**config.mk**
```make
export PLATFORM = sky130hd
export DESIGN_NAME = session_keepalive_reconnect_controller
export DESIGN_NICKNAME = d
export VERILOG_FILES = /design/src/sv/skrc_pkg.sv /design/src/sv/skrc_mod.sv /design/src/sv/skrc_ctrl.sv /design/src/sv/skrc_dp.sv /design/src/sv/session_keepalive_reconnect_controller.sv
export SDC_FILE = /design/constraint.sdc
export NUM_CORES = 2
export LEC_CHECK = 0
export BUFFER_PORTS_ARGS = -buffer_cell sky130_fd_sc_hd__buf_2
export CAP_MARGIN = 10
export CORE_MARGIN = 8
export CORE_UTILIZATION = 35
export DETAILED_ROUTE_END_ITERATION = 10
export SLEW_MARGIN = 25
export SYNTH_ARGS = -nofsm -noshare
export SYNTH_HDL_FRONTEND = slang
export SYNTH_SLANG_ARGS = --single-unit
```
**constraint.sdc**
```tcl
create_clock -name clk -period 45.8 [get_ports clk]
set_clock_uncertainty 0.05 [all_clocks]
set_input_delay 13.74 -clock clk [delete_from_list [all_inputs] [get_ports clk]]
set_output_delay 13.74 -clock clk [all_outputs]
set_load 0.01 [all_outputs]
```
**src/sv/skrc_pkg.sv**
```systemverilog
// ----------------------------------------------------------------------------
// skrc_pkg
// Shared types and constants for the session keepalive reconnect controller.
// ----------------------------------------------------------------------------
package skrc_pkg;

  localparam int MAX_FAILURES = 7;
  localparam int FC_W         = $clog2(MAX_FAILURES + 1);
  localparam int BASE_W       = 17;
  localparam int CFG_W        = 20;
  localparam int DLY_W        = BASE_W + MAX_FAILURES - 1;
  localparam int CNT_W        = 5;

  localparam logic [31:0] FLOOR_SPAN    = 32'd4001;
  localparam logic [63:0] FLOOR_BASE_MS = 64'd1000;
  // 4096 modulo the floor span, and the fold count that brings any 32-bit
  // word below twice the span.
  localparam logic [31:0] FLOOR_FOLD    = 32'd95;
  localparam logic [2:0]  FOLD_STEPS    = 3'd4;

  localparam logic [15:0] CODE_AUTH_FAIL    = 16'd4004;
  localparam logic [15:0] CODE_FATAL_LO     = 16'd4010;
  localparam logic [15:0] CODE_FATAL_HI     = 16'd4014;
  localparam logic [15:0] CODE_BAD_SEQ      = 16'd4007;
  localparam logic [15:0] CODE_SESS_TIMEOUT = 16'd4009;
  localparam logic [15:0] CODE_NORMAL       = 16'd1000;
  localparam logic [15:0] CODE_GOING_AWAY   = 16'd1001;
  localparam logic [15:0] CODE_RATE_LIMIT   = 16'd4008;

  typedef enum logic [3:0] {
    OP_CONNECTED   = 4'd0,
    OP_HELLO       = 4'd1,
    OP_POLL        = 4'd2,
    OP_AUTH_SENT   = 4'd3,
    OP_HB_SENT     = 4'd4,
    OP_ACK         = 4'd5,
    OP_HB_REQUEST  = 4'd6,
    OP_DISPATCH    = 4'd7,
    OP_READY       = 4'd8,
    OP_DISCONNECT  = 4'd9,
    OP_INVALID     = 4'd10
  } op_t;

  typedef enum logic [2:0] {
    PH_OFFLINE = 3'd0,
    PH_HELLO   = 3'd1,
    PH_AUTH    = 3'd2,
    PH_READY   = 3'd3,
    PH_BLOCKED = 3'd4
  } phase_t;

  typedef enum logic [2:0] {
    ACT_WAIT      = 3'd0,
    ACT_CONNECT   = 3'd1,
    ACT_RECONNECT = 3'd2,
    ACT_RESUME    = 3'd3,
    ACT_IDENTIFY  = 3'd4,
    ACT_HEARTBEAT = 3'd5
  } action_t;

  typedef enum logic [2:0] {
    REG_HELLO_TIMEOUT = 3'd0,
    REG_READY_TIMEOUT = 3'd1,
    REG_INTERVAL_MIN  = 3'd2,
    REG_INTERVAL_MAX  = 3'd3,
    REG_BACKOFF_BASE  = 3'd4,
    REG_BACKOFF_CAP   = 3'd5
  } reg_idx_t;

  typedef enum logic [2:0] {
    ST_IDLE,
    ST_DECODE,
    ST_WAIT_A,
    ST_WAIT_B,
    ST_COMMIT
  } ctl_state_t;

  typedef struct packed {
    logic [3:0]  operation;
    logic [63:0] now_ms;
    logic [31:0] hello_interval;
    logic [31:0] random_value;
    logic [63:0] sequence_number;
    logic        resume_ok;
    logic [15:0] close_code;
  } evt_t;

  typedef struct packed {
    logic [2:0] action;
    logic       hello_accepted;
    logic [2:0] phase_now;
  } res_t;

  typedef struct packed {
    logic capture;
    logic start_a;
    logic start_b;
    logic latch_a;
    logic commit;
  } ctl_cmd_t;

  typedef struct packed {
    logic need_a;
    logic need_b;
    logic mod_done;
    logic out_free;
  } dp_stat_t;

endpackage

```
**src/sv/skrc_mod.sv**
```systemverilog
// ----------------------------------------------------------------------------
// skrc_mod
// Iterative 32-bit remainder unit, one quotient bit per cycle.
// ----------------------------------------------------------------------------
module skrc_mod import skrc_pkg::*; (
  input  logic        clk,
  input  logic        rst,
  input  logic        start,
  input  logic [31:0] dividend,
  input  logic [31:0] divisor,
  output logic        done,
  output logic [31:0] remainder
);

  logic             busy;
  logic [CNT_W-1:0] cnt;
  logic [31:0]      dvd;
  logic [31:0]      dsr;
  logic [32:0]      trial;
  logic [32:0]      diff;

  assign trial = {remainder, dvd[31]};
  assign diff  = trial - {1'b0, dsr};

  always_ff @(posedge clk) begin
    if (rst) begin
      busy <= 1'b0;
      done <= 1'b0;
      cnt  <= '0;
    end else begin
      done <= 1'b0;
      if (start) begin
        busy <= 1'b1;
        cnt  <= '1;
      end else if (busy) begin
        cnt <= cnt - 1'b1;
        if (cnt == '0) begin
          busy <= 1'b0;
          done <= 1'b1;
        end
      end
    end
  end

  always_ff @(posedge clk) begin
    if (start) begin
      remainder <= '0;
      dvd       <= dividend;
      dsr       <= divisor;
    end else if (busy) begin
      dvd <= {dvd[30:0], 1'b0};
      if (!diff[32]) begin
        remainder <= diff[31:0];
      end else begin
        remainder <= trial[31:0];
      end
    end
  end

endmodule

```
**src/sv/skrc_ctrl.sv**
```systemverilog
// ----------------------------------------------------------------------------
// skrc_ctrl
// Sequencer: takes a request, runs the remainder passes it needs, commits.
// ----------------------------------------------------------------------------
module skrc_ctrl import skrc_pkg::*; (
  input  logic     clk,
  input  logic     rst,
  input  logic     evt_valid,
  output logic     evt_ready,
  input  dp_stat_t stat,
  output ctl_cmd_t cmd
);

  ctl_state_t state;
  ctl_state_t state_next;

  always_ff @(posedge clk) begin
    if (rst) begin
      state <= ST_IDLE;
    end else begin
      state <= state_next;
    end
  end

  always_comb begin
    state_next = state;
    cmd        = '0;
    evt_ready  = 1'b0;
    case (state)
      ST_IDLE: begin
        evt_ready = 1'b1;
        if (evt_valid) begin
          cmd.capture = 1'b1;
          state_next  = ST_DECODE;
        end
      end
      ST_DECODE: begin
        if (stat.need_a) begin
          cmd.start_a = 1'b1;
          state_next  = ST_WAIT_A;
        end else begin
          state_next = ST_COMMIT;
        end
      end
      ST_WAIT_A: begin
        if (stat.mod_done) begin
          cmd.latch_a = 1'b1;
          if (stat.need_b) begin
            cmd.start_b = 1'b1;
            state_next  = ST_WAIT_B;
          end else begin
            state_next = ST_COMMIT;
          end
        end
      end
      ST_WAIT_B: begin
        if (stat.mod_done) begin
          state_next = ST_COMMIT;
        end
      end
      ST_COMMIT: begin
        if (stat.out_free) begin
          cmd.commit = 1'b1;
          state_next = ST_IDLE;
        end
      end
      default: begin
        state_next = ST_IDLE;
      end
    endcase
  end

  a_commit_needs_room: assert property (@(posedge clk) disable iff (rst)
    cmd.commit |-> stat.out_free)
    else $error("commit while result register is occupied");

  a_accept_goes_decode: assert property (@(posedge clk) disable iff (rst)
    (evt_valid && evt_ready) |=> (state == ST_DECODE))
    else $error("accepted request did not enter decode");

  a_second_pass_after_first: assert property (@(posedge clk) disable iff (rst)
    cmd.start_b |-> (state == ST_WAIT_A && stat.mod_done))
    else $error("second remainder pass started out of order");

endmodule

```
**src/sv/skrc_dp.sv**
```systemverilog
// ----------------------------------------------------------------------------
// skrc_dp
// Datapath: configuration, session state, backoff math and result register.
// ----------------------------------------------------------------------------
module skrc_dp import skrc_pkg::*; (
  input  logic             clk,
  input  logic             rst,
  input  logic             cfg_we,
  input  logic [2:0]       cfg_index,
  input  logic [CFG_W-1:0] cfg_data,
  input  evt_t             evt,
  input  ctl_cmd_t         cmd,
  output dp_stat_t         stat,
  output logic             res_valid,
  input  logic             res_ready,
  output res_t             res
);

  // Configuration.
  logic [CFG_W-1:0]  hello_timeout, ready_timeout, interval_min, interval_max, backoff_cap;
  logic [BASE_W-1:0] backoff_base;

  always_ff @(posedge clk) begin
    if (rst) begin
      hello_timeout <= CFG_W'(15000);
      ready_timeout <= CFG_W'(30000);
      interval_min  <= CFG_W'(1000);
      interval_max  <= CFG_W'(300000);
      backoff_base  <= BASE_W'(1000);
      backoff_cap   <= CFG_W'(60000);
    end else if (cfg_we) begin
      case (cfg_index)
        REG_HELLO_TIMEOUT: hello_timeout <= cfg_data;
        REG_READY_TIMEOUT: ready_timeout <= cfg_data;
        REG_INTERVAL_MIN:  interval_min  <= cfg_data;
        REG_INTERVAL_MAX:  interval_max  <= cfg_data;
        REG_BACKOFF_BASE:  backoff_base  <= cfg_data[BASE_W-1:0];
        REG_BACKOFF_CAP:   backoff_cap   <= cfg_data;
        default: ;
      endcase
    end
  end

  // Captured request.
  evt_t e;
  always_ff @(posedge clk) begin
    if (cmd.capture) begin
      e <= evt;
    end
  end

  // Session state.
  phase_t            phase;
  logic [63:0]       hello_limit, ready_limit, ack_limit;
  logic [63:0]       next_heartbeat_time, retry_time, last_sequence;
  logic [CFG_W-1:0]  heartbeat_interval;
  logic              ack_outstanding, heartbeat_requested, auth_wanted;
  logic              session_resumable, sequence_valid;
  logic [FC_W-1:0]   failure_count;

  // Close code classes.
  logic code_fatal, code_clear, code_rate;
  assign code_fatal = (e.close_code == CODE_AUTH_FAIL) ||
                      (e.close_code >= CODE_FATAL_LO && e.close_code <= CODE_FATAL_HI);
  assign code_clear = (e.close_code == CODE_BAD_SEQ) || (e.close_code == CODE_SESS_TIMEOUT) ||
                      (e.close_code == CODE_NORMAL) || (e.close_code == CODE_GOING_AWAY);
  // Rate limit applies only to a disconnect; an invalid session runs the backoff without it.
  assign code_rate  = (op_t'(e.operation) == OP_DISCONNECT) && (e.close_code == CODE_RATE_LIMIT);

  // Backoff delay from the incremented failure count.
  logic [FC_W-1:0]  fc_next;
  logic [FC_W-1:0]  shamt;
  logic [DLY_W-1:0] raw_delay;
  logic [CFG_W-1:0] delay;
  logic [18:0]      jitter_div;

  assign fc_next   = (failure_count < FC_W'(MAX_FAILURES)) ? failure_count + 1'b1
                                                            : failure_count;
  assign shamt     = fc_next - 1'b1;
  assign raw_delay = DLY_W'(backoff_base) << shamt;
  always_comb begin
    if (code_rate || raw_delay > DLY_W'(backoff_cap)) begin
      delay = backoff_cap;
    end else begin
      delay = raw_delay[CFG_W-1:0];
    end
  end
  assign jitter_div = {1'b0, delay[CFG_W-1:2]} + 19'd1;

  logic hello_ok;
  assign hello_ok = (phase == PH_HELLO) && (e.hello_interval != '0) &&
                    (e.hello_interval >= 32'(interval_min)) &&
                    (e.hello_interval <= 32'(interval_max));

  // Remainder unit for the variable divisors.
  logic        mod_start, mod_done;
  logic [31:0] mod_divisor, mod_rem;
  assign mod_start   = cmd.start_a;
  assign mod_divisor = (op_t'(e.operation) == OP_HELLO) ? e.hello_interval
                                                         : 32'(jitter_div);

  skrc_mod u_mod (
    .clk       (clk),
    .rst       (rst),
    .start     (mod_start),
    .dividend  (e.random_value),
    .divisor   (mod_divisor),
    .done      (mod_done),
    .remainder (mod_rem)
  );

  // Floor jitter: 4096 is 95 modulo 4001, so folding the high bits down four
  // times leaves a value below twice the span, and one subtract finishes it.
  logic [31:0] fold, fold_next, floor_rem;
  logic [2:0]  fold_cnt;
  logic        fold_done;

  assign fold_next = {12'd0, fold[31:12]} * FLOOR_FOLD + {20'd0, fold[11:0]};
  assign floor_rem = (fold >= FLOOR_SPAN) ? fold - FLOOR_SPAN : fold;

  always_ff @(posedge clk) begin
    if (rst) begin
      fold_cnt  <= '0;
      fold_done <= 1'b0;
    end else begin
      fold_done <= 1'b0;
      if (cmd.start_b) begin
        fold_cnt <= FOLD_STEPS;
      end else if (fold_cnt != '0) begin
        fold_cnt <= fold_cnt - 1'b1;
        if (fold_cnt == 3'd1) begin
          fold_done <= 1'b1;
        end
      end
    end
  end

  always_ff @(posedge clk) begin
    if (cmd.start_b) begin
      fold <= e.random_value;
    end else if (fold_cnt != '0) begin
      fold <= fold_next;
    end
  end

  // Results of the first pass.
  logic [63:0] retry_a;
  logic [31:0] rem_a;
  always_ff @(posedge clk) begin
    if (cmd.latch_a) begin
      rem_a   <= mod_rem;
      retry_a <= e.now_ms + 64'(delay) + 64'(mod_rem);
    end
  end

  logic [63:0] floor_time;
  assign floor_time = e.now_ms + FLOOR_BASE_MS + 64'(floor_rem);

  always_comb begin
    stat.need_a   = 1'b0;
    stat.need_b   = (op_t'(e.operation) == OP_INVALID);
    stat.mod_done = mod_done || fold_done;
    stat.out_free = !res_valid || res_ready;
    case (op_t'(e.operation))
      OP_HELLO:      stat.need_a = hello_ok;
      OP_DISCONNECT: stat.need_a = !code_fatal;
      OP_INVALID:    stat.need_a = 1'b1;
      default:       stat.need_a = 1'b0;
    endcase
  end

  // Poll decision.
  action_t poll_act;
  always_comb begin
    poll_act = ACT_WAIT;
    case (phase)
      PH_OFFLINE: if (e.now_ms >= retry_time) poll_act = ACT_CONNECT;
      PH_HELLO:   if (e.now_ms >= hello_limit) poll_act = ACT_RECONNECT;
      PH_AUTH, PH_READY: begin
        if (ack_outstanding && e.now_ms >= ack_limit) begin
          poll_act = ACT_RECONNECT;
        end else if (phase == PH_AUTH && e.now_ms >= ready_limit) begin
          poll_act = ACT_RECONNECT;
        end else if (auth_wanted) begin
          poll_act = (session_resumable && sequence_valid) ? ACT_RESUME : ACT_IDENTIFY;
        end else if (heartbeat_requested || e.now_ms >= next_heartbeat_time) begin
          poll_act = ACT_HEARTBEAT;
        end
      end
      default: poll_act = ACT_WAIT;
    endcase
  end

  // Phase after the step.
  phase_t phase_next;
  always_comb begin
    phase_next = phase;
    case (op_t'(e.operation))
      OP_CONNECTED:  phase_next = PH_HELLO;
      OP_HELLO:      if (hello_ok) phase_next = PH_AUTH;
      OP_READY:      phase_next = PH_READY;
      OP_DISCONNECT: phase_next = code_fatal ? PH_BLOCKED : PH_OFFLINE;
      OP_INVALID:    phase_next = PH_OFFLINE;
      default:       phase_next = phase;
    endcase
  end

  always_ff @(posedge clk) begin
    if (rst) begin
      phase               <= PH_OFFLINE;
      hello_limit         <= '0;
      ready_limit         <= '0;
      ack_limit           <= '0;
      next_heartbeat_time <= '0;
      retry_time          <= '0;
      heartbeat_interval  <= '0;
      ack_outstanding     <= 1'b0;
      heartbeat_requested <= 1'b0;
      auth_wanted         <= 1'b0;
      session_resumable   <= 1'b0;
      sequence_valid      <= 1'b0;
      last_sequence       <= '0;
      failure_count       <= '0;
    end else if (cmd.commit) begin
      phase <= phase_next;
      case (op_t'(e.operation))
        OP_CONNECTED: begin
          hello_limit         <= e.now_ms + 64'(hello_timeout);
          ack_outstanding     <= 1'b0;
          heartbeat_requested <= 1'b0;
          auth_wanted         <= 1'b0;
        end
        OP_HELLO: begin
          if (hello_ok) begin
            heartbeat_interval  <= e.hello_interval[CFG_W-1:0];
            next_heartbeat_time <= e.now_ms + 64'(rem_a);
            auth_wanted         <= 1'b1;
            ready_limit         <= e.now_ms + 64'(ready_timeout);
          end
        end
        OP_AUTH_SENT: begin
          auth_wanted <= 1'b0;
          ready_limit <= e.now_ms + 64'(ready_timeout);
        end
        OP_HB_SENT: begin
          if (!ack_outstanding) begin
            ack_limit <= e.now_ms + 64'(heartbeat_interval);
          end
          ack_outstanding <= 1'b1;
          if (e.now_ms >= next_heartbeat_time) begin
            next_heartbeat_time <= e.now_ms + 64'(heartbeat_interval);
          end
          heartbeat_requested <= 1'b0;
        end
        OP_ACK:        ack_outstanding <= 1'b0;
        OP_HB_REQUEST: heartbeat_requested <= 1'b1;
        OP_DISPATCH: begin
          if (!sequence_valid || e.sequence_number > last_sequence) begin
            last_sequence <= e.sequence_number;
          end
          sequence_valid <= 1'b1;
        end
        OP_READY: begin
          auth_wanted       <= 1'b0;
          session_resumable <= e.resume_ok;
          failure_count     <= '0;
        end
        OP_DISCONNECT: begin
          ack_outstanding     <= 1'b0;
          heartbeat_requested <= 1'b0;
          auth_wanted         <= 1'b0;
          if (code_fatal || code_clear) begin
            session_resumable <= 1'b0;
            sequence_valid    <= 1'b0;
            last_sequence     <= '0;
          end
          if (!code_fatal) begin
            failure_count <= fc_next;
            retry_time    <= retry_a;
          end
        end
        OP_INVALID: begin
          ack_outstanding     <= 1'b0;
          heartbeat_requested <= 1'b0;
          auth_wanted         <= 1'b0;
          if (!e.resume_ok) begin
            session_resumable <= 1'b0;
            sequence_valid    <= 1'b0;
            last_sequence     <= '0;
          end
          failure_count <= fc_next;
          retry_time    <= (floor_time > retry_a) ? floor_time : retry_a;
        end
        default: ;
      endcase
    end
  end

  // Result register.
  always_ff @(posedge clk) begin
    if (rst) begin
      res_valid <= 1'b0;
    end else if (cmd.commit) begin
      res_valid <= 1'b1;
    end else if (res_ready) begin
      res_valid <= 1'b0;
    end
  end

  always_ff @(posedge clk) begin
    if (cmd.commit) begin
      res.action         <= (op_t'(e.operation) == OP_POLL) ? poll_act : ACT_WAIT;
      res.hello_accepted <= (op_t'(e.operation) == OP_HELLO) && hello_ok;
      res.phase_now      <= phase_next;
    end
  end

endmodule

```
**src/sv/session_keepalive_reconnect_controller.sv**
```systemverilog
// ----------------------------------------------------------------------------
// session_keepalive_reconnect_controller
// Keepalive session controller: phases, deadlines, heartbeat and backoff.
// ----------------------------------------------------------------------------
// Each accepted request carries one timestamped event and yields exactly one
// result: the poll action, the hello verdict and the phase after the event.
// A simple event passes from the accepting edge through the decode state to
// the commit state, which writes the result register and returns the block
// to idle, ready again. An accepted hello and a non-fatal disconnect need a
// jitter remainder from a 32-bit remainder unit that retires one quotient bit
// per cycle; their result is committed once that pass is done. An
// invalid-session event also needs the 1 to 5 second floor, whose remainder
// by 4001 comes from a four-step fold after the first pass; its result is
// committed once the fold is done. One request is in flight at a time; a new
// request is taken as soon as the previous one has been committed, even while
// its result still waits in the output register for the consumer. A commit
// waits while that register holds an unconsumed result, which stalls the
// input. Configuration writes take effect at once and should only be issued
// while the block is idle.
// ----------------------------------------------------------------------------
module session_keepalive_reconnect_controller import skrc_pkg::*; (
  input  logic             clk,
  input  logic             rst,
  input  logic             cfg_we,
  input  logic [2:0]       cfg_index,
  input  logic [CFG_W-1:0] cfg_data,
  input  logic             evt_valid,
  output logic             evt_ready,
  input  evt_t             evt,
  output logic             res_valid,
  input  logic             res_ready,
  output res_t             res
);

  // Commands from the sequencer and status back from the datapath.
  ctl_cmd_t cmd;
  dp_stat_t stat;

  skrc_ctrl u_ctrl (
    .clk       (clk),
    .rst       (rst),
    .evt_valid (evt_valid),
    .evt_ready (evt_ready),
    .stat      (stat),
    .cmd       (cmd)
  );

  skrc_dp u_dp (
    .clk       (clk),
    .rst       (rst),
    .cfg_we    (cfg_we),
    .cfg_index (cfg_index),
    .cfg_data  (cfg_data),
    .evt       (evt),
    .cmd       (cmd),
    .stat      (stat),
    .res_valid (res_valid),
    .res_ready (res_ready),
    .res       (res)
  );

endmodule
```
==> flow_summary_export.csv <==
group,metric,value,unit
critical_path,cp_slowest_cell,"inv_1",
logic_synthesis,synth_seq_area_share,32.5,%
die,rows,156,
global_routing,grt_usage,20.4,%
placed_design,dp_hpwl,156000,um
power,total_power,5.81,mW
die,fp.dieH,443,um
power,p_leak,28.3,nW
logic_synthesis,syn_inst,7418,
global_routing,grt_max_degree,105,
cts,cts_root_buffer,"clkbuf_16",
route,drt_pass1_iterations,6,
sta,fin_hold_ws,0.399,ns
placed_design,pre_cts_ws,28.42,ns
placed_design,gp_congestion,0.917,
critical_path,crit_buf_inv,4,
final_layout,area_growth,11.5,%
logic_synthesis,ys_seq_elements,863,
critical_path,critPathMaxStageDelay,0.68,ns
logic_synthesis,synth_nets,8557,
sta,hold_viol,0,
flow_run,cap_violations,0,
sta,slew_viol_final,0,
critical_path,crit_path_start_kind,"primary input",
worst_hold_path,hp-class,"register to register",
cts,clockBufferDepth,3,
logic_synthesis,ys_warn_count,0,
global_routing,grt_first_pass_wirelength,317000,um
cts,clock_sinks,863,
cts,cts-resized-gates,0,
critical_path,worstPathMaxFanout,33,
logic_synthesis,ys_async_sr_fraction,0,%
sta,worst_slew_pin_slew,1.20,ns
critical_path,cp.required,46.41,ns
final_layout,num_antenna_cells,0,
cts,hold_buffers,0,
global_routing,grt_overflow,0,
die,start_util,35.3,%
placed_design,place_inst,9793,
die,core,181000,um2
final_layout,multi_input_area,38900,um2
sta,slew_headroom,18.1,%
placed_design,place_area,67500,um2
critical_path,cp_data_arrival_time,17.26,ns
final_layout,nNetsFinal,8672,
global_routing,antenna_found_initial,12,
cts,post_cts_buffers,0,
sta,setup_slack,29.15,ns
final_layout,final_core_util,39.3,%
die,die_width,443,um
route,drt_iter0_drc,4563,
route,wirelength,208000,um
power,peakVddDrop,0.212,mV
critical_path,worstSetupEndpointType,"register",
die,pin_count,250,
logic_synthesis,synthFlopType,"dfxtp_1",
logic_synthesis,syn_area_per_cell,8.60,um2
cts,ctsHtreeMaxLevel,3,
final_layout,layout-drive-gt1-share,7.78,%
critical_path,path_cells,"buf_2 > nand2b_1 > nand2_1 > buf_4 > inv_1 > nand3_1 > a21oi_1 > or2_1 > buf_4 > nor2_1 > a211oi_1",
outcome,status,"finished, final reports clean",
cts,clkTransAtPathRegs,0.06,ns
sta,fmax,60.1,MHz
logic_synthesis,synth_edf_count,348,
cts,cts_buffers,107,
final_layout,final_area,71100,um2
sta,fin_tns_setup,0,ns
power,p_per_area,81.7,nW/um2
cts,clock_latency,0.77,ns
sta,setup_violations,0,
logic_synthesis,synth.distinct_cells,112,
route,vias,54800,
final_layout,seqCellArea,20800,um2
route,wire_per_inst,20.8,um
final_layout,fillerInstances,18400,
route,vias_per_cell,5.48,
sta,rsz0062_at_grt,"false",
critical_path,path_delay_family,"buffers and inverters",
sta,post-route-min-period,16.65,ns
final_layout,fin_cells,9996,
route,drc,0,
logic_synthesis,netlist_area,63800,um2
cts,cts_tree,"built",
critical_path,crit_top_cell,"buf_4",
route,ant_nets,0,
global_routing,grt_pass1_vias,53000,
sta,fin_crit_sh,36.4,%
die,fp.dieArea,196000,um2
placed_design,io_buffer_count,185,
critical_path,critPathKind,"primary input to register",
sequential cells by signal, indices dropped and copies added (netlist names), 5 cells and up:
| signal | flops |
|---|---|
| u_dp.res | 7 |
| u_dp.backoff_cap | 20 |
| u_dp.interval_max | 20 |
| u_dp.ack_limit | 64 |
| u_dp.retry_a | 64 |
| u_dp.rem_a | 32 |
| u_dp.hello_timeout | 20 |
| u_dp.retry_time | 64 |
| u_dp.interval_min | 20 |
| u_dp.ready_timeout | 20 |
| u_dp.heartbeat_interval | 20 |
| u_dp.u_mod.remainder | 32 |
| u_dp.u_mod.cnt | 5 |
| u_dp.fold | 32 |
| u_dp.e | 149 |
| u_dp.backoff_base | 17 |
| u_dp.next_heartbeat_time | 64 |
| u_dp.u_mod.dvd | 32 |
| u_dp.u_mod.dsr | 32 |
| u_dp.hello_limit | 64 |
| u_dp.ready_limit | 64 |
final timing paths:
kind	startpoint	endpoint	slack, ns	cells past startpoint
worst max-delay path	res_ready	u_dp.next_heartbeat_time[43]	29.15	11
worst min-delay path	u_dp.ready_limit[2]	u_dp.ready_limit[2]	0.40	2
worst max register to register	u_dp.fold[13]	u_dp.retry_time[57]	34.84	34
worst min register to register	u_dp.ready_limit[2]	u_dp.ready_limit[2]	0.40	2
logic make-up (layout without fill, tap and decap cells):
kind of cell	count (synthesis)	in the layout	share of synthesized area, %
fa+ha+maj	898	898	18.9
compound gates	1857	1857	18.5
buf+inv	1087	1295	6.63
mux	109	109	1.73
simple gates	2195	2195	16.0
xor+xnor	409	409	5.64
flops	863	863	32.5
tightest hold or removal path, cell delays in order, from the launching register on:
cell and delay, ns:
dfxtp_1 0.30, nand2_1 0.05, a21oi_1 0.05
layout by cell type (no fill, tap or decap), types with 187 or more instances in the layout:
cell | synthesis | layout
xnor2_1 | 313 | 313
nor2_1 | 468 | 466
a211oi_1 | 198 | 198
o21ai_0 | 362 | 361
dfxtp_1 | 515 | 514
inv_1 | 766 | 765
edfxtp_1 | 348 | 348
nand3_1 | 188 | 187
nand2_1 | 877 | 877
ha_1 | 789 | 788
a21oi_1 | 613 | 613
report_power, final:
group          total, mW  switching (mW)  leakage (nW)  internal (mW)
clock              0.866           0.375          1.75          0.492
sequential          1.11          0.0895          7.46           1.02
combinational       3.83            2.17          19.1           1.66
total               5.81            2.63          28.3           3.17
metal layers:
metal / part of all wire [%] / track usage, %
met5: 0.0053 / 0
met4: 3.6 / 6.52
met3: 5.6 / 2.70
met2: 46 / 33.7
met1: 45 / 27.6
cell type report:
cell class / count / share of cell area, %
Multi-Input combinational cell: 5468 / 54.7
Sequential cell: 863 / 29.2
Clock buffer: 150 / 4.29
Tap cell: 2370 / 4.17
Inverter: 768 / 4.06
Timing Repair Buffer: 325 / 2.83
Clock inverter: 52 / 0.735
synthesized netlist by cell type (59+ instances only):
cell      count  share of area, %
a21oi_1     613               4.8
a211oi_1    198               2.3
nand4_1     117               1.1
nand2_1     877               5.2
nand2b_1     73              0.72
o21a_1       62              0.73
dfxtp_1     515                16
inv_1       766               4.5
ha_1        789                15
clkbuf_1    236               1.4
o211ai_1     59              0.69
edfxtp_1    348                16
nor3_1      114              0.89
o21ai_0     362               2.8
nor2b_1      61              0.60
nand3_1     188               1.5
mux2i_1     100               1.6
xnor2_1     313               4.3
xor2_1       95               1.3
nor2_1      468               2.8
fa_1        109               3.4
a31oi_1      68              0.67
a21o_1      184               2.2
Power figures use the tool's default switching activity.
